### config.mk
export PLATFORM = sky130hd
export DESIGN_NAME = dbm_queue
export DESIGN_NICKNAME = d
export VERILOG_FILES = /design/src/rtl/dbm_pkg.sv /design/src/rtl/dbm_queue.sv
export SDC_FILE = /design/constraint.sdc
export NUM_CORES = 1
export LEC_CHECK = 0
export BUFFER_PORTS_ARGS = -buffer_cell sky130_fd_sc_hd__buf_2
export CORE_MARGIN = 3
export CORE_UTILIZATION = 40
export DETAILED_ROUTE_END_ITERATION = 10
export GPL_TIMING_DRIVEN = 0
export PLACE_DENSITY = 0.67
export SYNTH_ARGS = -nofsm -noshare
export SYNTH_HDL_FRONTEND = slang
export SYNTH_SLANG_ARGS = --single-unit
### constraint.sdc
create_clock -name clk -period 12.43 [get_ports clk]
set_clock_uncertainty 0.2 [all_clocks]
set_input_delay 1.8645 -clock clk [delete_from_list [all_inputs] [get_ports clk]]
set_output_delay 1.8645 -clock clk [all_outputs]
set_load 0.02 [all_outputs]
### src/rtl/dbm_pkg.sv
// ============================================================================
// dbm_pkg
// Shared types and constants of the detection box merge block.
// ============================================================================
`default_nettype none

package dbm_pkg;

    localparam int COORD_W   = 24;
    localparam int OFFSET_W  = 16;
    localparam int SCORE_W   = 16;
    localparam int CLASS_W   = 2;
    localparam int GRID_W    = 8;
    localparam int CELLSZ_W  = 8;
    localparam int REG_IDX_W = 2;
    localparam int REG_DATA_W = 16;

    // command queue between front and back part
    localparam int QUEUE_DEPTH = 4;
    localparam int QPTR_W      = 2;
    localparam int QCNT_W      = 3;

    localparam logic [REG_IDX_W-1:0] REG_THRESHOLD   = 2'd0;
    localparam logic [REG_IDX_W-1:0] REG_CELL_WIDTH  = 2'd1;
    localparam logic [REG_IDX_W-1:0] REG_CELL_HEIGHT = 2'd2;

    localparam logic [SCORE_W-1:0]  THRESHOLD_RST   = 16'd32768;
    localparam logic [CELLSZ_W-1:0] CELL_WIDTH_RST  = 8'd16;
    localparam logic [CELLSZ_W-1:0] CELL_HEIGHT_RST = 8'd16;

    typedef enum logic {
        OP_CELL      = 1'b0,
        OP_FRAME_END = 1'b1
    } op_t;

    typedef struct packed {
        op_t                        op;
        logic [SCORE_W-1:0]         coverage;
        logic signed [OFFSET_W-1:0] left_offset;
        logic signed [OFFSET_W-1:0] top_offset;
        logic signed [OFFSET_W-1:0] right_offset;
        logic signed [OFFSET_W-1:0] bottom_offset;
        logic [GRID_W-1:0]          cell_col;
        logic [GRID_W-1:0]          cell_row;
        logic [CLASS_W-1:0]         class_id;
    } in_item_t;

    typedef struct packed {
        logic signed [COORD_W-1:0] out_left;
        logic signed [COORD_W-1:0] out_top;
        logic signed [COORD_W-1:0] out_right;
        logic signed [COORD_W-1:0] out_bottom;
        logic [SCORE_W-1:0]        out_score;
        logic [CLASS_W-1:0]        out_class;
        logic                      no_boxes;
        logic                      dropped;
        logic                      last;
    } out_item_t;

    typedef struct packed {
        logic signed [COORD_W-1:0] left;
        logic signed [COORD_W-1:0] top;
        logic signed [COORD_W-1:0] right;
        logic signed [COORD_W-1:0] bottom;
        logic [SCORE_W-1:0]        score;
        logic [CLASS_W-1:0]        cls;
    } box_t;

    typedef struct packed {
        op_t  op;
        box_t box;
    } cmd_t;

    typedef enum logic [2:0] {
        ST_IDLE,
        ST_SCAN,
        ST_EMIT_RD,
        ST_EMIT_LD
    } back_state_t;

endpackage

`default_nettype wire

### src/rtl/dbm_queue.sv
// ============================================================================
// dbm_queue
// Short command queue decoupling the front and back parts.
// ============================================================================
`default_nettype none

module dbm_queue (
    input  wire            clk,
    input  wire            rst_n,
    input  wire            wr,
    input  dbm_pkg::cmd_t  wr_data,
    output logic           q_full,
    input  wire            rd,
    output dbm_pkg::cmd_t  rd_data,
    output logic           q_empty
);
    import dbm_pkg::*;

    cmd_t              slot_reg [QUEUE_DEPTH];
    logic [QPTR_W-1:0] wptr_reg;
    logic [QPTR_W-1:0] rptr_reg;
    logic [QCNT_W-1:0] cnt_reg;
    logic              do_wr;
    logic              do_rd;

    assign q_full  = (cnt_reg == QCNT_W'(QUEUE_DEPTH));
    assign q_empty = (cnt_reg == '0);
    assign do_wr   = wr && !q_full;
    assign do_rd   = rd && !q_empty;
    assign rd_data = slot_reg[rptr_reg];

    always_ff @(posedge clk or negedge rst_n)
    begin
        if (!rst_n)
        begin
            wptr_reg <= '0;
            rptr_reg <= '0;
            cnt_reg  <= '0;
        end
        else
        begin
            if (do_wr)
            begin
                wptr_reg <= wptr_reg + QPTR_W'(1);
            end
            if (do_rd)
            begin
                rptr_reg <= rptr_reg + QPTR_W'(1);
            end
            if (do_wr && !do_rd)
            begin
                cnt_reg <= cnt_reg + QCNT_W'(1);
            end
            else if (do_rd && !do_wr)
            begin
                cnt_reg <= cnt_reg - QCNT_W'(1);
            end
        end
    end

    always_ff @(posedge clk)
    begin
        if (do_wr)
        begin
            slot_reg[wptr_reg] <= wr_data;
        end
    end

endmodule

`default_nettype wire

Yosys cells after proc, flatten, opt, wreduce, memory -nomap -nowiden
Memories as Yosys holds them, arrays and structs flattened.
Index checks and enable logic that the tools add are counted.
{ "totals": {"regBits": 7, "mem_bits_rw": 460, "out_inout_bits": 117, "elab_cells": 23, "n_memories": 1} }
{ "memory_table": {"columns": ["memory", "words", "width", "rd", "rd_ports_with_merged_regs", "write_ports", "line", "rtl"], "rows": [
  ["slot_reg", 4, 115, 1, 0, 1, "dbm_queue.sv:19", "cmd_t slot_reg [QUEUE_DEPTH];"]
]} }
{ "op_classes": {"n_addsub": 4, "eq_ne": 1, "muxes": 4, "n_reduce_logical": 10} }
{ "ops": {"columns": ["op", "n"], "rows": [
  ["$mux 3", 2],
  ["$add 2x1->2 const B", 2],
  ["$logic_and 1x1->1", 4],
  ["$logic_not 1->1", 4],
  ["$add 3x1->3 const B", 1],
  ["$eq 3x3->1 const B", 1],
  ["$logic_not 3->1", 1],
  ["$sub 3x1->3 const B", 1],
  ["$mux 1", 2],
  ["$reduce_bool 2->1", 1]
]} }

Longest topological paths before layout
Gate-level depths: netlist (run 1).
{ "depth": {"depth_word": 7, "ltp_mapped": 9} }

Worst setup path after synthesis (run 1)
Ideal clock, no wire load.
{ "synth_path": {"kind": "input-to-reg", "start": "input port wr", "end": "memory slot_reg[0][0] (netlist bit) (enable)", "t_arrival_ns": 4.795, "required_ns": 11.743, "slack_ns": 6.947, "cell_stages": 3, "path_buffers": 1, "path_cell_list": "nor2b_1 -> buf_2 -> and2_1"} }
{ "synth_via": {"elab_chain_cells": 3} }
{ "synth_lines": {"columns": ["item", "line", "rtl"], "rows": [
  ["start: declaration", "dbm_queue.sv:10", "input wire wr,"],
  ["$logic_and 1x1->1", "dbm_queue.sv:28", "assign do_wr = wr && !q_full;"],
  ["named net do_wr", "dbm_queue.sv:23", "logic do_wr;"],
  ["$mux 1", "dbm_queue.sv:63", "if (do_wr)"],
  ["$mux 1 (not written as such)", "dbm_queue.sv:65", "slot_reg[wptr_reg] <= wr_data;"],
  ["end: declaration", "dbm_queue.sv:19", null]
]} }
The timed path passes the listed nets, and every way through them passes these cells.

==> impl.org, run 1 <==
** Route
- The routed layout has 7,660 vias.
- In this run the remaining antenna-violating nets after routing total 0.
- Initial DRT Pass Iterations :: 4
- Routed length per instance :: 22.1 um
- Avg Vias per Cell :: 5.11
- In this run, the number of DRC markers left after iteration 0 of detailed routing was 446.
- After detailed routing, the number of remaining DRC violations is 0.
- The final layout contains routed wiring with a total length of 33,200 um.

** Layout
- Layout Nets :: 1,055
- Fill count :: 3,265
- Synthesis-to-layout area growth :: 21.0%
- Max reg flops :: 460
- Of the cells placed in the final design, the portion with a size suffix greater than 1 is 46.4%.
- Once layout is done, the placed cells without fillers occupy 20,500 um2.

** Clock tree
- Clock latency reported for the late side of the worst-skew pair :: 0.56 ns
- The longest clock path from root to sink contains 3 buffers.
- The tree is rooted in a clkbuf_16.
- CTS saw 467 sinks.
- CTS built an H-tree with a depth of 2.
- Total CTS buffers :: 48
- After clock tree synthesis, the clock-pin slew on the worst setup and hold paths is 0.06 ns.
- TritonCTS clock tree :: yes
- Once the clock tree was built, the resizer swapped 0 gates to a different size.
- Cts hold-fix bufs :: 0
- Buffers added to address setup during post-CTS repair amount to 0.

** Power
- Across the VDD grid, the largest voltage drop is 168 uV.
- Leakage Power :: 7.00 nW
- Pwr per Cell Area :: 252 nW/um2

** Floorplan
- Once the floorplan was initialized, standard cells occupied 41.0% of the core.
- The core region is 41,400 um2.
- Number of I/O pins :: 236
- Die footprint :: 44,900 um2
- Overall die height :: 212 um
- From left edge to right edge, the die measures 212 um.
- Row generation in the floorplan step produced 74 rows.

** Min path
- The tightest min-delay check is of the flop to flop type.
- The worst hold path terminates at cnt_reg[2].
- The startpoint identified for the worst hold timing path is cnt_reg[2].
- Along the worst hold path, the cell count comes to 1.

** Critical path
- Worst Setup Path Type :: flop to primary output
- At the worst endpoint, the arrival time is 2.42 ns.
- STA classifies the critical path endpoint as a primary output.
- In this run the worst path has a maximum fanout of 10.
- STA puts the critical path data required time at 10.37 ns.
- In this run the critical register-to-register path is captured at slot_reg[2][73].
- The number of cells on the worst reg-to-reg path is 5.
- Element type at the critical path start :: flop
- Worst R2R Start :: cnt_reg[2]
- Reg2reg setup slack :: 10.01 ns

** Global route
- The first global-routing pass estimated 49,700 um of wire.
- Via count of the first global-routing pass :: 8,190
- For this run the aggregate overflow at the end of global routing stands at 0.
- The initial antenna violation count is 5.
- Largest net degree at the start of global routing :: 53
- GRT Util Overall :: 14.8%

** Place
- Worst slack after detailed placement :: 8.46 ns
- HPWL after detailed placement :: 20,800 um
- Routability-driven placement congestion ratio :: 0.690
- Total placed instance area :: 19,000 um2
- In this run the tool buffered the top-level ports with 235 buffer cells.

** Timing
- After layout, the worst setup slack is 7.95 ns.
- Setup violations remaining at the end of the flow were counted as 0.
- Headroom to the max-slew limit came out at 46.7%.
- The count of final max-slew check failures came to 0.
- Fmax achieved :: 223 MHz
- Post-Route Setup TNS :: 0 ns
- Setup repair after global routing left no endpoint under its margin.
- In the finished design, the share of the clock period the worst path needs comes to 36.1%.
- Post-layout minimum cycle time :: 4.48 ns
- At the pin with the least slew margin, the transition time is 0.800 ns.
- The final-report hold violation count is 0.

** Synth
- Number of distinct library cells after synthesis :: 21
- A synthesized cell averages 26.6 um2.
- Counting every net in the synthesized netlist gives 762.
- Summing the sequential cell areas from Yosys gives 82.4% of the chip area.
- Top cell type's share of synthesized area :: 81.4%
- Area of the mapped netlist :: 17,000 um2
- The cell count after synthesis came out at 637.
- For this run, the number of Yosys warnings is 0.
- Sorting the synthesized cells by area gives the leading types as edfxtp_1 81%, mux4_2 15%, dfrtp_1 1.0%, buf_2 0.44%, ha_1 0.37%.
- The synthesized design contains 467 register bits.
- Library cell with the largest summed area after synthesis :: edfxtp_1

** Run
- Max Cap Violations :: 0

** Status
- The run finished with clean final reports.
Yosys cell counts (all sizes together):
library cell  number
buf               21
mux2               2
mux4             115
nor3b              1
fa                 1
edfxtp           460
nand2              1
or3                1
dfrtp              7
xor2               2
xnor2              4
clkbuf             6
nand3              1
nor2               1
and2               4
nor2b              1
ha                 5
inv                4
worst max path at each step:
stage | from | endpoint | slack, ns | cells past startpoint
global route | rptr_reg[1] | rd_data[33] | 7.79 | 4
floorplan | wr | slot_reg[0][0] | 6.95 | 3
global placement | wr | slot_reg[1][46] | 4.40 | 4
CTS | rptr_reg[1] | rd_data[33] | 7.82 | 4
detailed placement | rptr_reg[1] | rd_data[33] | 8.46 | 4
finish | rptr_reg[1] | rd_data[33] | 7.95 | 4
area by class of cell:
type	instances	area (um2)	share of cell area (%)
Sequential cell	467	14000	68.1
Multi-Input combinational cell	139	2820	13.7
Timing Repair Buffer	243	1400	6.80
Clock buffer	63	1280	6.23
Tap cell	532	666	3.24
Clock inverter	19	201	0.981
Buffer	27	161	0.786
Inverter	4	15.0	0.0731
Antenna cell	4	10.0	0.0487
logic make-up after synthesis:
group         count (synthesis)  synth area share (%)
flops                       467                  82.4
mux                         117                  15.4
buf+inv                      31                  1.04
simple gates                 10                 0.368
xor+xnor                      6                 0.310
fa+ha+maj                     6                 0.486
stage by stage:
stage | std cells | util, % | hold WS (ns) | power (mW)
final | 1498 | 49.6 | 0.287 | 5.18
after floorplan | 637 | - | 0.245 | 3.32
after detailed placement | 1412 | 46.0 | 0.270 | 3.91
after CTS | 1494 | 49.6 | 0.281 | 5.28
after global placement | 1404 | 45.5 | 0.262 | 3.91
after global routing | 1495 | 49.6 | 0.311 | 5.45
critical path, cell delays in order (launching register included):
cell and delay (ns):
dfrtp_1 0.32, buf_2 0.24, clkbuf_1 0.64, mux4_2 0.46, buf_2 0.19
placed cells by master, fill, tap and decap left out, types with 2 or more instances in the layout:
master	count
edfxtp_1	460
buf_2	250
mux4_2	115
clkbuf_16	49
clkbuf_1	20
buf_16	8
clkinv_1	7
dfrtp_1	7
buf_6	5
ha_1	5
diode_2	4
inv_1	4
and2_4	4
xnor2_1	4
clkinv_2	4
bufinv_16	4
clkinv_4	3
xor2_1	2
layer usage:
| layer | up-vias | global-route usage, % | part of all wire, % |
|---|---|---|---|
| met1 | 4011 | 20.0 | 43 |
| met4 | 6 | 4.64 | 2.2 |
| met3 | 60 | 4.53 | 7.8 |
| li1 | 3351 | - | - |
| met2 | 232 | 23.5 | 47 |
| met5 | - | 0 | 0.12 |
power by group:
part / total (mW) / switching (mW) / internal (mW)
Sequential: 2.14 / 0.0622 / 2.08
Clock: 1.36 / 0.558 / 0.804
Combinational: 1.68 / 1.01 / 0.672
Total: 5.18 / 1.63 / 3.55
No activity file was read; power rests on OpenSTA's default activity.
==> run 2, diff against run 1 <==
==> constraint.sdc (replaced) <==
create_clock -name clk -period 4.6 [get_ports clk]
set_clock_uncertainty 0.2 [all_clocks]
set_input_delay 0.69 -clock clk [delete_from_list [all_inputs] [get_ports clk]]
set_output_delay 0.69 -clock clk [all_outputs]
set_load 0.02 [all_outputs]
==> run 2 against run 1 <==
Compared with the run above: die area unchanged; wire length up 0.20%; clock-buffer cell count unchanged; via count down 0.34%; global-route usage about the same.
==> impl.org, run 2 (synthesis gave the netlist of run 1 again) <==
** Status
- Result of the run :: completed (unchanged)

** Layout
- Design area :: 20,500 um2 (about the same)
- Top library cells by usage in the layout, fill and taps aside :: 460 x edfxtp_1, 250 x buf_2, 115 x mux4_2, 49 x clkbuf_16, 20 x clkbuf_1 (unchanged)
- The layout overhead on the synthesized area was 21.0% (about the same).
- The final standard cell count with taps included and fillers excluded came to 1,499 (was 1,498).
- The ratio of cells with drive above 1 in the final layout is 46.3% (was 46.4%).
- The flip-flop count of the largest register, all copies and words added came to 460 (unchanged).
- Utilization after layout :: 49.6% (about the same)
- Layout Nets :: 1,056 (was 1,055)
- The commonest non-fill, non-tap cell in the layout was edfxtp_1 (unchanged).

** Critical path
- Slowest stage cell, crit path :: clkbuf_1 (unchanged)
- Required time of the critical path :: 3.71 ns (was 10.37 ns)
- The launch point of the critical path is rptr_reg[1] (unchanged).
- The sum of buffers and inverters on the critical path is 3 (unchanged).
- The kind of launch point of the worst setup path was a flop (unchanged).
- The depth of the worst register-to-register path came to 5 (unchanged).
- The cell family contributing the most delay on the critical path is buffers and inverters (unchanged).
- The largest incremental delay on the critical path came to 0.65 ns (was 0.64 ns).
- The type of element capturing the critical path is a primary output (unchanged).
- Sequence of cells on the critical path: buf_2 > clkbuf_1 > mux4_2 > buf_2 (unchanged).
- Biggest fanout along the worst timing path :: 10 (unchanged)
- The cell repeated most along the worst path was buf_2 (unchanged).
- Worst Setup Path Type :: flop to primary output (unchanged)
- Worst R2R Start :: cnt_reg[2] (unchanged)
- The number of cells on the critical path is 4 (unchanged).
- Data arrival time of the worst path :: 2.43 ns (was 2.42 ns)

** Timing
- Fmax achieved :: 301 MHz
- The smallest clock period supported by the final layout is computed as 3.32 ns.
- Unrepaired setup endpoints after global routing :: false (unchanged)
- Final hold violation count :: 0 (unchanged)
- The final count of negative-setup-slack endpoints is 0 (unchanged).
- The worst slew slack as a fraction of its limit is 45.6% (was 46.7%).
- PnR worst setup slack :: 1.28 ns (was 7.95 ns)
- Max-slew violations :: 0 (unchanged)
- Dividing the final minimum period by the clock period gives 72.2%.
- The measured slew at the worst slew-check pin came to 0.817 ns (was 0.800 ns).

** Clock tree
- TritonCTS clock tree :: yes (unchanged)
- # Post-CTS Setup Buffers :: 0 (unchanged)
- Clock transition at the registers of the reported paths :: 0.06 ns (about the same)
- Root buffer cell :: clkbuf_16 (unchanged)
- Max clock buf depth :: 3 (unchanged)
- Count of H-tree levels built during CTS :: 2 (unchanged)
- The number of clock buffers inserted by TritonCTS was 48 (unchanged).
- The latest clock arrival within the worst-skew pair was 0.56 ns (about the same).
- Sinks on the clock net :: 467 (unchanged)

** Power
- Pwr Total :: 14.0 mW (was 5.18 mW)
- The clock group share of total power was 26.3% (about the same).
- The leakage power summed over all cells came to 7.00 nW (about the same).
- Part of the power in combinational logic :: 32.4% (was 32.5%)
- Switching share of power :: 31.5% (about the same)
- Internal Pwr Total :: 9.60 mW (was 3.55 mW)
- Share of power burned in registers :: 41.3% (about the same)
- The maximum VDD drop is 455 uV (was 168 uV).
- The reported net switching power is 4.41 mW (was 1.63 mW).
- The total power density per cell area came to 682 nW/um2 (was 252 nW/um2).

** Global route
- The total global routing track utilization was 14.8% (about the same).
- Via count of the first global-routing pass :: 8,226 (was 8,190)
- The largest net degree at the start of global routing was 53 (unchanged).
- Wire length of the first global-routing pass :: 49,800 um (was 49,700 um)
- The total global routing overflow came to 0 (unchanged).
- The initial antenna violation count is 4 (was 5).

** Floorplan
- Overall die height :: 212 um (unchanged)
- The die width came to 212 um (unchanged).
- The die outline area is 44,900 um2 (unchanged).
- The core box area was 41,400 um2 (unchanged).
- The starting density of the core was 41.0% (unchanged).
- The number of placement rows was 74 (unchanged).
- The I/O pin total came to 236 (unchanged).

** Route
- The post-detailed-route count of antenna-violating nets came to 0 (unchanged).
- Routed wire length :: 33,200 um (about the same)
- The iteration count of the initial detailed-routing pass came to 6 (was 4).
- The detail-routed net length per standard cell came to 22.2 um (was 22.1 um).
- The routed via count is 7,634 (was 7,660).
- The via-per-instance ratio is 5.09 (was 5.11).
- The number of DRC violations after detailed routing is 0 (unchanged).
- The violation count after the first detailed-routing iteration was 460 (was 446).

** Min path
- Hold wc startpoint :: wr_data[76] (was cnt_reg[2])
- The path class of the lowest-slack min-delay path is input pin to flop (was flop to flop).
- Worst hold path cell count :: 1 (unchanged)

** Place
- The total placed cells including tap cells came to 1,412 (unchanged).
- The placement-stage cell area was 19,000 um2 (unchanged).
- The half-perimeter wire length after detailed placement was 20,800 um (unchanged).
- The setup slack after placement is 1.80 ns (was 8.46 ns).
- Routability-driven placement congestion ratio :: 0.690 (unchanged)
- The number of buffers inserted by port buffering was 235 (unchanged).

** Run
- Max Cap Violations :: 0 (unchanged)
==> run 2: path summary, 6_finish.rpt <==
path	end	slack, ns
hold / removal	slot_reg[0][76]	0.14
setup / recovery	rd_data[33]	1.28
min in group asynchronous	rptr_reg[1]	0.33
setup reg to reg	slot_reg[2][73]	2.19
hold reg to reg	cnt_reg[2]	0.29
max in group asynchronous	wptr_reg[0]	3.71
==> run 2: power groups by stage <==
stage               sequential, mW  combinational [mW]  clock, mW
floorplan                     5.92                3.04          0
global placement              6.05                4.52          0
detailed placement            5.88                4.68          0
CTS                           5.79                4.69       3.79
global route                  5.85                4.90       3.97
finish                        5.78                4.55       3.68
==> run 2: per-layer routing <==
metal | global-route usage [%] | routed length (um) | up-vias
met2 | 23.6 | 15900 | 225
met4 | 4.64 | 722 | 4
li1 | - | - | 3352
met3 | 4.49 | 2500 | 59
met1 | 19.9 | 14100 | 3994
met5 | 0 | 26 | -
==> run 2: cell type report <==
cell class,count,area [um2]
Antenna cell,4,10.0
Buffer,27,161
Clock buffer,63,1280
Clock inverter,19,201
Fill cell,3264,20800
Inverter,4,15.0
Multi-Input combinational cell,139,2820
Sequential cell,467,14000
Tap cell,532,666
Timing Repair Buffer,244,1410
==> run 2: what timing repair did <==
item                                   CTS  global route
endpoints found under the hold margin    7             0
resized for setup                        0             0
hold buffers                             1             0
==> run 2: per-stage QoR <==
| step | hold WS (ns) | TNS (ns) |
|---|---|---|
| 6_report | 0.137 | 0 |
| 5_1_grt | 0.108 | 0 |
| 4_1_cts | 0.0898 | 0 |
| 3_5_place_dp | 0.270 | 0 |
| 3_3_place_gp | 0.262 | -1013.03 |
| 2_1_floorplan | 0.194 | 0 |
