`config.mk`:
```
export PLATFORM = sky130hd
export DESIGN_NAME = dbm_front
export DESIGN_NICKNAME = d
export VERILOG_FILES = /design/src/rtl/dbm_pkg.sv /design/src/rtl/dbm_front.sv
export SDC_FILE = /design/constraint.sdc
export NUM_CORES = 1
export LEC_CHECK = 0
export BUFFER_PORTS_ARGS = -buffer_cell sky130_fd_sc_hd__buf_2
export CAP_MARGIN = 10
export CORE_MARGIN = 1
export CORE_UTILIZATION = 40
export DETAILED_ROUTE_END_ITERATION = 7
export GPL_TIMING_DRIVEN = 0
export HOLD_SLACK_MARGIN = 0.15
export PLACE_DENSITY = 0.6
export SYNTH_ARGS = -nofsm -noshare
export SYNTH_HDL_FRONTEND = slang
export SYNTH_SLANG_ARGS = --single-unit
export TNS_END_PERCENT = 10
```
`constraint.sdc`:
```
create_clock -name clk -period 8.11 [get_ports clk]
set_input_delay 0 -clock clk [delete_from_list [all_inputs] [get_ports clk]]
set_output_delay 0 -clock clk [all_outputs]
set_load 0.02 [all_outputs]
```
`src/rtl/dbm_pkg.sv`:
```
// ============================================================================
// dbm_pkg
// Shared types and constants of the detection box merge block.
// ============================================================================
`default_nettype none

package dbm_pkg;

    localparam int COORD_W   = 24;
    localparam int OFFSET_W  = 16;
    localparam int SCORE_W   = 16;
    localparam int CLASS_W   = 2;
    localparam int GRID_W    = 8;
    localparam int CELLSZ_W  = 8;
    localparam int REG_IDX_W = 2;
    localparam int REG_DATA_W = 16;

    // command queue between front and back part
    localparam int QUEUE_DEPTH = 4;
    localparam int QPTR_W      = 2;
    localparam int QCNT_W      = 3;

    localparam logic [REG_IDX_W-1:0] REG_THRESHOLD   = 2'd0;
    localparam logic [REG_IDX_W-1:0] REG_CELL_WIDTH  = 2'd1;
    localparam logic [REG_IDX_W-1:0] REG_CELL_HEIGHT = 2'd2;

    localparam logic [SCORE_W-1:0]  THRESHOLD_RST   = 16'd32768;
    localparam logic [CELLSZ_W-1:0] CELL_WIDTH_RST  = 8'd16;
    localparam logic [CELLSZ_W-1:0] CELL_HEIGHT_RST = 8'd16;

    typedef enum logic {
        OP_CELL      = 1'b0,
        OP_FRAME_END = 1'b1
    } op_t;

    typedef struct packed {
        op_t                        op;
        logic [SCORE_W-1:0]         coverage;
        logic signed [OFFSET_W-1:0] left_offset;
        logic signed [OFFSET_W-1:0] top_offset;
        logic signed [OFFSET_W-1:0] right_offset;
        logic signed [OFFSET_W-1:0] bottom_offset;
        logic [GRID_W-1:0]          cell_col;
        logic [GRID_W-1:0]          cell_row;
        logic [CLASS_W-1:0]         class_id;
    } in_item_t;

    typedef struct packed {
        logic signed [COORD_W-1:0] out_left;
        logic signed [COORD_W-1:0] out_top;
        logic signed [COORD_W-1:0] out_right;
        logic signed [COORD_W-1:0] out_bottom;
        logic [SCORE_W-1:0]        out_score;
        logic [CLASS_W-1:0]        out_class;
        logic                      no_boxes;
        logic                      dropped;
        logic                      last;
    } out_item_t;

    typedef struct packed {
        logic signed [COORD_W-1:0] left;
        logic signed [COORD_W-1:0] top;
        logic signed [COORD_W-1:0] right;
        logic signed [COORD_W-1:0] bottom;
        logic [SCORE_W-1:0]        score;
        logic [CLASS_W-1:0]        cls;
    } box_t;

    typedef struct packed {
        op_t  op;
        box_t box;
    } cmd_t;

    typedef enum logic [2:0] {
        ST_IDLE,
        ST_SCAN,
        ST_EMIT_RD,
        ST_EMIT_LD
    } back_state_t;

endpackage

`default_nettype wire

```
`src/rtl/dbm_front.sv`:
```
// ============================================================================
// dbm_front
// Config registers, score/class filter and box edge computation.
// ============================================================================
`default_nettype none

module dbm_front #(
    parameter int NUM_CLASSES = 4
) (
    input  wire                                  clk,
    input  wire                                  rst_n,
    input  wire                                  wr_en,
    input  wire  [dbm_pkg::REG_IDX_W-1:0]        wr_index,
    input  wire  [dbm_pkg::REG_DATA_W-1:0]       wr_data,
    input  wire                                  push,
    output logic                                 full,
    input  dbm_pkg::in_item_t                    item,
    input  wire                                  q_full,
    output logic                                 q_push,
    output dbm_pkg::cmd_t                        q_data
);
    import dbm_pkg::*;

    localparam logic [CLASS_W:0] NumCls = (CLASS_W+1)'(NUM_CLASSES);

    logic [SCORE_W-1:0]        thr_reg;
    logic [CELLSZ_W-1:0]       cw_reg;
    logic [CELLSZ_W-1:0]       ch_reg;
    logic                      s1_valid_reg;
    in_item_t                  s1_item_reg;
    logic [GRID_W+CELLSZ_W-1:0] mx_reg;
    logic [GRID_W+CELLSZ_W-1:0] my_reg;
    logic                      s1_free;
    logic                      keep;
    logic [COORD_W-1:0]        ox;
    logic [COORD_W-1:0]        oy;

    always_ff @(posedge clk or negedge rst_n)
    begin
        if (!rst_n)
        begin
            thr_reg <= THRESHOLD_RST;
            cw_reg  <= CELL_WIDTH_RST;
            ch_reg  <= CELL_HEIGHT_RST;
        end
        else if (wr_en)
        begin
            case (wr_index)
                REG_THRESHOLD:   thr_reg <= wr_data;
                REG_CELL_WIDTH:  cw_reg  <= wr_data[CELLSZ_W-1:0];
                REG_CELL_HEIGHT: ch_reg  <= wr_data[CELLSZ_W-1:0];
                default:         ;
            endcase
        end
    end

    assign s1_free = !s1_valid_reg || !q_full;
    assign full    = !s1_free;

    // cells at or below threshold or of an unsupported class never enter the queue
    assign keep = (item.op == OP_FRAME_END) ||
                  ((item.coverage > thr_reg) && ({1'b0, item.class_id} < NumCls));

    always_ff @(posedge clk or negedge rst_n)
    begin
        if (!rst_n)
        begin
            s1_valid_reg <= 1'b0;
        end
        else if (s1_free)
        begin
            s1_valid_reg <= push && keep;
        end
    end

    always_ff @(posedge clk)
    begin
        if (s1_free && push)
        begin
            s1_item_reg <= item;
            mx_reg      <= (GRID_W+CELLSZ_W)'(item.cell_col) *
                           (GRID_W+CELLSZ_W)'(cw_reg);
            my_reg      <= (GRID_W+CELLSZ_W)'(item.cell_row) *
                           (GRID_W+CELLSZ_W)'(ch_reg);
        end
    end

    // cell origin in Q.4
    assign ox = COORD_W'({mx_reg, 4'b0000});
    assign oy = COORD_W'({my_reg, 4'b0000});

    always_comb
    begin
        q_push           = s1_valid_reg && !q_full;
        q_data.op        = s1_item_reg.op;
        q_data.box.left   = COORD_W'($signed(s1_item_reg.left_offset)) + ox;
        q_data.box.top    = COORD_W'($signed(s1_item_reg.top_offset)) + oy;
        q_data.box.right  = COORD_W'($signed(s1_item_reg.right_offset)) + ox;
        q_data.box.bottom = COORD_W'($signed(s1_item_reg.bottom_offset)) + oy;
        q_data.box.score  = s1_item_reg.coverage;
        q_data.box.cls    = s1_item_reg.class_id;
    end

endmodule

`default_nettype wire

```
=== Yosys cells after proc, flatten, opt, wreduce, memory -nomap -nowiden ===
Cells that the tools add are included.

* Add/sub/neg operators: 4
* Eq/ne operators: 2
* Bitwise logic cells: 0
* Shift-type cells: 0
* Multipliers: 2
* Reduce and logical (&&, ||, !) cells: 12
* Mux-type cells: 0
* $lt $le $gt $ge: 1
* Div/mod/pow operators: 0

{| class="wikitable"
|+ Operator list
! cell !! number
|-
| 16-bit by 21-bit adder with 22-bit output || 4
|-
| 8-bit by 8-bit multiplier with 16-bit output || 2
|-
| 16-bit greater-than comparator || 1
|-
| 2-bit AND reduction || 3
|-
| 1-bit logical AND || 3
|-
| 1-bit logical NOT || 3
|-
| 2-bit by 1-bit == test with 1-bit output, second input constant || 1
|-
| 2-bit == test, second input constant || 1
|-
| 2-bit logical NOT || 1
|-
| 1-bit logical OR || 2
|}

* Latch bits: 0
* Input port bits: 122
* Memories kept: 0
* Memory bits (writable): 0
* Bits in read-only memories: 0
* Register bits: 148
* Output and inout bits: 117
* Word-level logic and storage cells: 34

=== Depth between registers and ports, before layout ===
Gate-level depths: netlist of the first run.

* Depth in word-level cells: 3
* Gate-level depth with buffers: 16
* Depth with buffers taken out: 16

=== Worst setup path after synthesis of the first run ===
Ideal clock, no wire load.

* Kind: register -> register
* From: reg cw_reg[4]
* To: reg mx_reg[14], data pin
* Clock period less this slack: 4,150 ps
* Setup slack: 3,960 ps
* Setup time: 269 ps
* Data required time: 7,841 ps
* Stages on the path, launching flop included: 15
* Arrival: 3,881 ps
* Path buffers: 0
* Cell sequence: dfstp_2 nand2_1 fa_1 fa_1 inv_1 fa_1 inv_1 fa_1 inv_1 ha_1 o21ai_0 nor2_1 o41ai_1 o31ai_1 xor2_1

* Longest elaborated chain between the ends: 1

{| class="wikitable"
|+ Ends and longest elaborated chain
! item !! RTL line !! RTL
|-
| start: declaration || dbm_front.sv:27 || <nowiki>logic [CELLSZ_W-1:0] cw_reg;</nowiki>
|-
| start signal: assignment || dbm_front.sv:50 || <nowiki>REG_CELL_WIDTH: cw_reg <= wr_data[CELLSZ_W-1:0];</nowiki>
|-
| 8-bit by 8-bit multiplier with 16-bit output || dbm_front.sv:81 || <nowiki>mx_reg <= (GRID_W+CELLSZ_W)'(item.cell_col) *</nowiki>
|-
| end signal: assignment || dbm_front.sv:81 ||
|-
| end: declaration || dbm_front.sv:31 || <nowiki>logic [GRID_W+CELLSZ_W-1:0] mx_reg;</nowiki>
|}

No other way between the ends.
A chain may end at the register's enable or synchronous reset.

=== Worst setup path in the final report of the first run ===
* From: reg ch_reg[2]
* To: reg my_reg[14], data pin

* Longest elaborated chain between the ends: 1

{| class="wikitable"
|+ Ends and longest elaborated chain
! item !! RTL line !! RTL
|-
| start: declaration || dbm_front.sv:28 || <nowiki>logic [CELLSZ_W-1:0] ch_reg;</nowiki>
|-
| start signal: assignment || dbm_front.sv:51 || <nowiki>REG_CELL_HEIGHT: ch_reg <= wr_data[CELLSZ_W-1:0];</nowiki>
|-
| 8-bit by 8-bit multiplier with 16-bit output || dbm_front.sv:83 || <nowiki>my_reg <= (GRID_W+CELLSZ_W)'(item.cell_row) *</nowiki>
|-
| end signal: assignment || dbm_front.sv:83 ||
|-
| end: declaration || dbm_front.sv:32 || <nowiki>logic [GRID_W+CELLSZ_W-1:0] my_reg;</nowiki>
|}

No other way between the ends.

==> metrics.txt, run 1 <==
# TYPE chip_impl_metric gauge
chip_impl_info{name="run_status",value="completed"} 1
chip_impl_info{name="yosys-top-cells-area",value="sky130_fd_sc_hd__edfxtp_1, sky130_fd_sc_hd__ha_1, sky130_fd_sc_hd__fa_1, sky130_fd_sc_hd__dfrtp_1, sky130_fd_sc_hd__and2_1"} 1
chip_impl_metric{name="dieHeight",unit="um"} 182
chip_impl_metric{name="cts_max_path_buffers",unit=""} 2
chip_impl_info{name="critPathCapture",value="my_reg[14]"} 1
chip_impl_metric{name="p_leak",unit="nW"} 7.58
chip_impl_metric{name="regToRegSetupSlack",unit="ps"} 3570
chip_impl_metric{name="power_report.internal_total",unit="mW"} 3.17
chip_impl_metric{name="placement_rows",unit=""} 65
chip_impl_metric{name="seqCellArea",unit="um^2"} 4280
chip_impl_metric{name="final-hold-violation-count",unit=""} 0
chip_impl_metric{name="pin_count_of_the_biggest_net_entering_global_routing",unit=""} 60
chip_impl_metric{name="h-tree-depth",unit=""} 4
chip_impl_metric{name="drive_above_1_share",unit=""} 0.212
chip_impl_info{name="grt_setup_unrepaired",value="no"} 1
chip_impl_metric{name="ys_seq_area_frac",unit=""} 0.332
chip_impl_metric{name="worst-slew-pin-transition",unit="ps"} 845
chip_impl_metric{name="postPlaceCellArea",unit="um^2"} 14600
chip_impl_metric{name="globalRoute.totalOverflow",unit=""} 0
chip_impl_metric{name="finalSetupTns",unit="ps"} 0
chip_impl_metric{name="comb_power_share",unit=""} 0.667
chip_impl_metric{name="max_cap_viol_count",unit=""} 0
chip_impl_metric{name="design_area",unit="um^2"} 16300
chip_impl_metric{name="floorplan.die_area",unit="um^2"} 33000
chip_impl_metric{name="number_of_global_route_vias_before_repair",unit=""} 10100
chip_impl_metric{name="postSynthCellCount",unit=""} 1255
chip_impl_info{name="timing_worst_setup_path_type",value="flip-flop to flip-flop"} 1
chip_impl_metric{name="swShare",unit=""} 0.462
chip_impl_metric{name="ys_seq_elements",unit=""} 148
chip_impl_metric{name="post_synth_instance_area",unit="um^2"} 12900
chip_impl_info{name="rr_endpoint",value="my_reg[14]"} 1
chip_impl_metric{name="slew_violations",unit=""} 0
chip_impl_metric{name="finalWeightedCongestion",unit=""} 0.861
chip_impl_info{name="setup.worst_path.start",value="ch_reg[2]"} 1
chip_impl_metric{name="cts_made_buffers",unit=""} 17
chip_impl_metric{name="reg2regPathDepth",unit=""} 13
chip_impl_metric{name="viasPerCell",unit=""} 4.94
chip_impl_metric{name="power.density_cell_area",unit="nW/um^2"} 362
chip_impl_metric{name="drtIter0Drc",unit=""} 423
chip_impl_metric{name="synth-async-reset-ratio",unit=""} 0.223
chip_impl_metric{name="clock_power_share",unit=""} 0.134
chip_impl_metric{name="number_of_warnings_issued_by_yosys",unit=""} 0
chip_impl_info{name="tritoncts",value="done"} 1
chip_impl_metric{name="antenna_violating_nets_post_route",unit=""} 0
chip_impl_metric{name="largest_register_ff_count",unit=""} 64
chip_impl_info{name="r2r_start",value="ch_reg[2]"} 1
chip_impl_info{name="clock_tree.root_cell",value="sky130_fd_sc_hd__clkbuf_16"} 1
chip_impl_metric{name="path_max_fanout",unit=""} 9
chip_impl_metric{name="design.portCount",unit=""} 239
chip_impl_metric{name="area_of_the_multi_input_gates",unit="um^2"} 7700
chip_impl_metric{name="synth_nets",unit=""} 1609
chip_impl_info{name="worst_setup_path_start_kind",value="flip-flop"} 1
chip_impl_metric{name="finish.net_count",unit=""} 1974
chip_impl_metric{name="number_of_enable_flip_flop_cells_after_synthesis",unit=""} 115
chip_impl_metric{name="finalClockSkew",unit="ps"} 7.68
chip_impl_metric{name="timing.critical_path.arrival",unit="ps"} 4720
chip_impl_metric{name="period_needed",unit="ps"} 4540
chip_impl_metric{name="synth.lib_cells_used.distinct",unit=""} 60
chip_impl_info{name="post-synth-top-area-cell",value="sky130_fd_sc_hd__edfxtp_1"} 1
chip_impl_metric{name="clock.fmax",unit="MHz"} 220
chip_impl_metric{name="clkTransAtPathRegs",unit="ps"} 60
chip_impl_metric{name="final_count_of_negative_setup_slack_endpoints",unit=""} 0
chip_impl_metric{name="clkSinkCount",unit=""} 148
chip_impl_metric{name="grt_first_pass_wirelength",unit="um"} 48600
chip_impl_info{name="min_path_type",value="input port to flip-flop"} 1
chip_impl_metric{name="post-route-period-util",unit=""} 0.560
chip_impl_metric{name="max-slew-margin-rel",unit=""} 0.437
chip_impl_info{name="crit_path_end_kind",value="flip-flop"} 1
chip_impl_metric{name="area_of_the_core_region",unit="um^2"} 31600
chip_impl_metric{name="routed_wl_per_cell",unit="um"} 14.5
chip_impl_metric{name="chipWidth",unit="um"} 182
chip_impl_metric{name="floorplan.initialDensity",unit=""} 0.408
chip_impl_metric{name="clkLatencyLatePin",unit="ps"} 440
chip_impl_metric{name="syn_avg_cell_area",unit="um^2"} 10.3
chip_impl_metric{name="hold_depth",unit=""} 5
chip_impl_metric{name="fillers",unit=""} 2851
chip_impl_metric{name="total_routing_usage_gr",unit=""} 0.183
chip_impl_metric{name="portBuffers",unit=""} 238
chip_impl_metric{name="detail_route.drc_violations",unit=""} 0
chip_impl_metric{name="hpwlAfterDp",unit="um"} 22300
chip_impl_metric{name="yosysTopAreaCellShare",unit=""} 0.268
chip_impl_metric{name="areaGrowthSynthToFinish",unit="%"} 26.2
chip_impl_metric{name="max-vdd-ir-drop",unit="mV"} 0.222
chip_impl_info{name="postSynth.topFlopCell",value="sky130_fd_sc_hd__edfxtp_1"} 1
chip_impl_metric{name="drt_pass1_iterations",unit=""} 5
chip_impl_metric{name="total_switching_power",unit="mW"} 2.72
chip_impl_metric{name="routed_wirelength",unit="um"} 29500
chip_impl_metric{name="diodes",unit=""} 0
chip_impl_metric{name="number_of_antenna_violations_at_the_first_check_in_global_routing",unit=""} 0
chip_impl_metric{name="vias",unit=""} 10100
chip_impl_metric{name="share_seq_of_total_power",unit=""} 0.200
chip_impl_metric{name="timing.critical_path.required",unit="ps"} 8280
cells in the final DEF, fill, tap and decap left out, drive strengths merged, types with 9 or more instances in the layout:
cell type / synthesis / layout
xor2: 20 / 20
inv: 148 / 156
nor3: 32 / 32
dfrtp: 30 / 30
clkbuf: 8 / 30
fa: 76 / 76
o21bai: 9 / 9
xnor2: 49 / 49
and2: 108 / 108
nand2: 74 / 74
ha: 156 / 156
buf: 44 / 283
nor2b: 16 / 16
a21oi: 67 / 67
mux2: 19 / 19
o31ai: 9 / 9
o21a: 15 / 15
a21o: 22 / 22
edfxtp: 115 / 115
nor2: 58 / 58
nand3: 16 / 16
o21ai: 53 / 53
a211oi: 11 / 11
dlygate4sd3: 0 / 107
cell families (layout without fill, tap and decap cells):
| group | Yosys count | count (layout) | synth area share |
|---|---|---|---|
| flops | 148 | 148 | 0.332 |
| compound gates | 235 | 235 | 0.119 |
| buf+inv | 200 | 578 | 0.0710 |
| mux | 24 | 24 | 0.0205 |
| simple gates | 347 | 347 | 0.141 |
| xor+xnor | 69 | 69 | 0.0469 |
| fa+ha+maj | 232 | 232 | 0.269 |
per-layer routing:
metal	up-vias	wire length, um	GRT usage
met5	-	0	0
li1	5073	-	-
met4	0	312	0.0447
met1	4736	14300	0.245
met2	236	13400	0.298
met3	18	1450	0.0441
worst min path at each step:
stage,start,end
after global routing,wr_index[0],thr_reg[14]
final,wr_index[1],thr_reg[15]
after CTS,wr_index[0],thr_reg[15]
after floorplan,rst_n,ch_reg[0]
after global placement,rst_n,thr_reg[9]
after detailed placement,rst_n,thr_reg[9]
timing repair:
item / CTS / global route
buffers inserted: 0 / 0
hold buffers: 107 / 0
hold endpoints to repair: 153 / 0
resized for setup: 0 / 0
synthesized netlist by cell type (5+ instances only):
cell                        instances
sky130_fd_sc_hd__ha_1             156
sky130_fd_sc_hd__inv_1            148
sky130_fd_sc_hd__edfxtp_1         115
sky130_fd_sc_hd__and2_1           108
sky130_fd_sc_hd__fa_1              76
sky130_fd_sc_hd__nand2_1           74
sky130_fd_sc_hd__a21oi_1           66
sky130_fd_sc_hd__nor2_1            58
sky130_fd_sc_hd__o21ai_0           51
sky130_fd_sc_hd__xnor2_1           49
sky130_fd_sc_hd__buf_4             44
sky130_fd_sc_hd__nor3_1            32
sky130_fd_sc_hd__dfrtp_1           30
sky130_fd_sc_hd__a21o_1            22
sky130_fd_sc_hd__xor2_1            20
sky130_fd_sc_hd__mux2_2            19
sky130_fd_sc_hd__nand3_1           16
sky130_fd_sc_hd__nor2b_1           15
sky130_fd_sc_hd__o21a_1            15
sky130_fd_sc_hd__a211oi_1          11
sky130_fd_sc_hd__o21bai_1           9
sky130_fd_sc_hd__clkbuf_1           8
sky130_fd_sc_hd__a221oi_1           7
sky130_fd_sc_hd__nand3b_1           7
sky130_fd_sc_hd__nor4_1             7
sky130_fd_sc_hd__o211ai_1           7
sky130_fd_sc_hd__o31ai_1            7
sky130_fd_sc_hd__or3_1              7
sky130_fd_sc_hd__a2111oi_0          5
sky130_fd_sc_hd__a211o_1            5
sky130_fd_sc_hd__mux2i_1            5
sky130_fd_sc_hd__nand2b_1           5
sky130_fd_sc_hd__nand4_1            5
worst max-delay path, cell delays in order (launching register included):
cell	delay [ps]
sky130_fd_sc_hd__dfrtp_1	480
sky130_fd_sc_hd__and2_1	220
sky130_fd_sc_hd__fa_1	470
sky130_fd_sc_hd__fa_1	500
sky130_fd_sc_hd__inv_1	50
sky130_fd_sc_hd__fa_1	490
sky130_fd_sc_hd__fa_1	490
sky130_fd_sc_hd__inv_1	40
sky130_fd_sc_hd__ha_1	310
sky130_fd_sc_hd__o21ai_0	150
sky130_fd_sc_hd__nor2_1	80
sky130_fd_sc_hd__o41ai_1	670
sky130_fd_sc_hd__o31ai_1	150
sky130_fd_sc_hd__xor2_1	180
power by group through the flow:
stage               sequential, mW  combinational [mW]  clock, mW
floorplan                     1.14                2.98          0
global placement              1.20                3.82          0
detailed placement            1.19                3.89          0
CTS                           1.18                3.95      0.817
global route                  1.19                4.43      0.842
finish                        1.17                3.93      0.787
stage by stage:
step | total power, mW | util | hold WS (ps) | instances | setup slack, ps
after floorplan | 4.12 | - | -296 | 1255 | 3960
after global placement | 5.02 | 0.461 | 106 | 1895 | 2990
after detailed placement | 5.08 | 0.462 | 110 | 1896 | 3530
after CTS | 5.95 | 0.514 | 152 | 2035 | 3490
after global routing | 6.46 | 0.514 | 190 | 2035 | 3230
final | 5.89 | 0.514 | 172 | 2035 | 3570
area by class of cell:
cell class / instances / share of cell area
Timing Repair Buffer: 346 / 0.141
Clock buffer: 22 / 0.0311
Multi-Input combinational cell: 907 / 0.473
Inverter: 148 / 0.0341
Tap cell: 402 / 0.0309
Buffer: 52 / 0.0221
Sequential cell: 148 / 0.263
Clock inverter: 10 / 0.00492
No activity file was read; power rests on OpenSTA's default activity.
==> inputs of run 2 (changes only) <==
- ABC_AREA: default -> 1
- PLACE_DENSITY: 0.6 -> 0.62
- clock period: 8.11 -> 4.12 ns (I/O delays scaled with it)
==> run 2 against run 1 <==
Effect of this change: global-route usage up 1.0 points; non-clock buffer count up 16; largest cell class unchanged; die area up 3.8%; synthesized cell count up 25%; via count up 9.4%.
==> metrics.txt, run 2 <==
# TYPE chip_impl_metric gauge
chip_impl_metric{name="cts_max_path_buffers",unit=""} 2
chip_impl_metric{name="hpwlAfterDp",unit="um"} 25000
chip_impl_metric{name="worst_slack",unit="ps"} 94.0
chip_impl_metric{name="viasPerCell",unit=""} 4.63
chip_impl_metric{name="pin_count_of_the_biggest_net_entering_global_routing",unit=""} 37
chip_impl_metric{name="path_max_fanout",unit=""} 5
chip_impl_info{name="mostFrequentLayoutCells",value="sky130_fd_sc_hd__nand2_1, sky130_fd_sc_hd__inv_1, sky130_fd_sc_hd__buf_2"} 1
chip_impl_metric{name="reg2regPathDepth",unit=""} 14
chip_impl_metric{name="total_routing_usage_gr",unit=""} 0.193
chip_impl_metric{name="finalWeightedCongestion",unit=""} 0.865
chip_impl_metric{name="post-route-period-util",unit=""} 0.977
chip_impl_metric{name="max_cap_viol_count",unit=""} 0
chip_impl_metric{name="slew_violations",unit=""} 0
chip_impl_metric{name="finalClockSkew",unit="ps"} 9.98
chip_impl_metric{name="regToRegSetupSlack",unit="ps"} 90
chip_impl_metric{name="worst-slew-pin-transition",unit="ps"} 964
chip_impl_metric{name="syn_avg_cell_area",unit="um^2"} 8.53
chip_impl_metric{name="drive_above_1_share",unit=""} 0.196
chip_impl_info{name="post-synth-top-area-cell",value="sky130_fd_sc_hd__edfxtp_1"} 1
chip_impl_info{name="timing_worst_setup_path_type",value="flip-flop to flip-flop"} 1
chip_impl_metric{name="routed_wirelength",unit="um"} 32000
chip_impl_metric{name="diodes",unit=""} 0
chip_impl_metric{name="synth-async-reset-ratio",unit=""} 0.223
chip_impl_info{name="synth_commonest_cells",value="sky130_fd_sc_hd__nand2_1, sky130_fd_sc_hd__inv_1, sky130_fd_sc_hd__ha_1"} 1
chip_impl_metric{name="dp_worst_setup_slack",unit="ps"} -400
chip_impl_metric{name="routed_wl_per_cell",unit="um"} 13.5
chip_impl_metric{name="timing.critical_path.required",unit="ps"} 4300
chip_impl_info{name="tritoncts",value="done"} 1
chip_impl_metric{name="final-hold-violation-count",unit=""} 0
chip_impl_metric{name="number_of_enable_flip_flop_cells_after_synthesis",unit=""} 115
chip_impl_metric{name="synth.lib_cells_used.distinct",unit=""} 32
chip_impl_info{name="r2r_start",value="ch_reg[4]"} 1
chip_impl_metric{name="area_of_the_core_region",unit="um^2"} 32700
chip_impl_metric{name="antenna_violating_nets_post_route",unit=""} 0
chip_impl_metric{name="finalSetupTns",unit="ps"} 0
chip_impl_metric{name="clkTransAtPathRegs",unit="ps"} 70
chip_impl_metric{name="drt_pass1_iterations",unit=""} 5
chip_impl_metric{name="period_needed",unit="ps"} 4030
chip_impl_metric{name="fillers",unit=""} 3029
chip_impl_metric{name="finish.net_count",unit=""} 2275
chip_impl_metric{name="clkLatencyLatePin",unit="ps"} 440
chip_impl_info{name="min_path_type",value="input port to async pin"} 1
chip_impl_metric{name="post_synth_instance_area",unit="um^2"} 13400
chip_impl_metric{name="yosysTopAreaCellShare",unit=""} 0.258
chip_impl_info{name="crit_path_end_kind",value="flip-flop"} 1
chip_impl_metric{name="dieHeight",unit="um"} 185
chip_impl_metric{name="power.density_cell_area",unit="nW/um^2"} 599
chip_impl_metric{name="detail_route.drc_violations",unit=""} 0
chip_impl_metric{name="max-vdd-ir-drop",unit="mV"} 0.348
chip_impl_metric{name="p_leak",unit="nW"} 9.30
chip_impl_metric{name="chipWidth",unit="um"} 185
chip_impl_info{name="grt_setup_unrepaired",value="yes"} 1
chip_impl_metric{name="largest_register_ff_count",unit=""} 64
chip_impl_info{name="yosys-top-cells-area",value="sky130_fd_sc_hd__edfxtp_1, sky130_fd_sc_hd__ha_1, sky130_fd_sc_hd__fa_1, sky130_fd_sc_hd__nand2_1, sky130_fd_sc_hd__inv_1"} 1
chip_impl_metric{name="grt_first_pass_wirelength",unit="um"} 52400
chip_impl_metric{name="vias",unit=""} 11000
chip_impl_metric{name="clkSinkCount",unit=""} 148
chip_impl_metric{name="postSynthCellCount",unit=""} 1568
chip_impl_metric{name="areaGrowthSynthToFinish",unit="%"} 26.7
chip_impl_metric{name="clock.fmax",unit="MHz"} 248
chip_impl_metric{name="globalRoute.totalOverflow",unit=""} 0
chip_impl_metric{name="synth_nets",unit=""} 1922
chip_impl_metric{name="number_of_antenna_violations_at_the_first_check_in_global_routing",unit=""} 0
chip_impl_info{name="rr_endpoint",value="my_reg[13]"} 1
chip_impl_metric{name="h-tree-depth",unit=""} 4
chip_impl_metric{name="portBuffers",unit=""} 222
chip_impl_metric{name="floorplan.die_area",unit="um^2"} 34200
chip_impl_metric{name="max-slew-margin-rel",unit=""} 0.356
chip_impl_metric{name="number_of_warnings_issued_by_yosys",unit=""} 0
chip_impl_info{name="layout.cells.most_common",value="sky130_fd_sc_hd__nand2_1"} 1
chip_impl_info{name="worst_setup_path_start_kind",value="flip-flop"} 1
chip_impl_metric{name="drtIter0Drc",unit=""} 446
chip_impl_info{name="postSynth.topFlopCell",value="sky130_fd_sc_hd__edfxtp_1"} 1
chip_impl_info{name="synth_most_common_cell",value="sky130_fd_sc_hd__nand2_1"} 1
chip_impl_metric{name="floorplan.initialDensity",unit=""} 0.409
chip_impl_metric{name="timing.critical_path.arrival",unit="ps"} 4210
chip_impl_metric{name="number_of_global_route_vias_before_repair",unit=""} 11200
chip_impl_metric{name="ys_seq_area_frac",unit=""} 0.320
chip_impl_info{name="run_status",value="completed"} 1
chip_impl_metric{name="cts_made_buffers",unit=""} 17
chip_impl_metric{name="design.portCount",unit=""} 239
chip_impl_metric{name="placement_rows",unit=""} 66
chip_impl_metric{name="ys_seq_elements",unit=""} 148
chip_impl_metric{name="final_count_of_negative_setup_slack_endpoints",unit=""} 0
chip_impl_info{name="clock_tree.root_cell",value="sky130_fd_sc_hd__clkbuf_16"} 1
-- run 2: how the worst max path moves through the flow --
stage	from	end	slack [ps]	cells after the start
finish	ch_reg[4]	my_reg[13]	90	14
floorplan	cw_reg[4]	mx_reg[12]	-7	15
global route	ch_reg[4]	my_reg[13]	-70	14
global placement	s1_valid_reg	s1_item_reg[32]	-1330	3
detailed placement	cw_reg[4]	mx_reg[12]	-400	15
CTS	cw_reg[4]	mx_reg[12]	2	14
-- run 2: layout make-up --
type	count	area (um^2)	area share
clock inverter	10	110	0.00649
buffer	69	422	0.0249
tap	442	553	0.0326
inverter	331	1240	0.0733
multi-input combinational	1009	7500	0.442
clock buffer	22	485	0.0286
timing repair buffer	345	2360	0.139
sequential	148	4290	0.253
-- run 2: per-stage QoR --
| stage | cell area, um^2 | cells | hold slack, ps | utilization | total power, mW |
|---|---|---|---|---|---|
| 3_5_place_dp | 15100 | 2235 | 115 | 0.462 | 8.21 |
| 3_3_place_gp | 15000 | 2232 | 111 | 0.460 | 8.14 |
| 2_1_floorplan | 13400 | 1568 | -296 | - | 6.63 |
| 5_1_grt | 17000 | 2376 | 218 | 0.519 | 11.1 |
| 6_report | 17000 | 2376 | 172 | 0.519 | 10.2 |
| 4_1_cts | 16800 | 2372 | 160 | 0.515 | 9.96 |
-- run 2: cells by family (layout without fill, tap and decap cells) --
family / after synthesis / count (layout) / share of synthesized area
xor gates and xnor gates: 68 / 68 / 0.0445
buffers and inverters: 411 / 777 / 0.127
DFF: 148 / 148 / 0.320
and+or+nand+nor: 513 / 513 / 0.164
AOI/OAI and AO/OA: 196 / 196 / 0.0847
adders and majority gates: 232 / 232 / 0.260
-- run 2: critical path, cell delays in order, from the launching register on --
cell and delay [ps]:
sky130_fd_sc_hd__dfstp_2 580, sky130_fd_sc_hd__nand2_1 60, sky130_fd_sc_hd__inv_1 80, sky130_fd_sc_hd__fa_1 440, sky130_fd_sc_hd__fa_1 510, sky130_fd_sc_hd__fa_1 490, sky130_fd_sc_hd__inv_1 50, sky130_fd_sc_hd__fa_1 470
sky130_fd_sc_hd__inv_1 40, sky130_fd_sc_hd__ha_1 350, sky130_fd_sc_hd__a21oi_2 190, sky130_fd_sc_hd__o21ai_1 100, sky130_fd_sc_hd__a21oi_1 180, sky130_fd_sc_hd__o21bai_1 100, sky130_fd_sc_hd__xor2_1 140
-- run 2: repair_timing --
| item | CTS | global route |
|---|---|---|
| hold buffers | 111 | 0 |
| buffers inserted | 5 | 4 |
| hold endpoints to repair | 179 | 0 |
| endpoints found under the setup margin | 16 | 12 |
| resized for setup | 6 | 25 |
| pin swaps | 0 | 1 |
-- run 2: layer usage --
metal  GRT usage  vias to the layer above  wire length [um]  part of all wire
met2       0.332                      275             14900              0.47
met4      0.0532                        0               416             0.013
li1            -                     5626                 -                 -
met1       0.245                     5084             14900              0.47
met5           0                        -                 0                 0
met3      0.0399                       27              1820             0.057
-- run 2: power by group --
part / internal [mW] / total (mW) / switching, mW
combinational: 2.45 / 6.37 / 3.92
clock: 0.914 / 1.59 / 0.681
sequential: 1.99 / 2.19 / 0.206
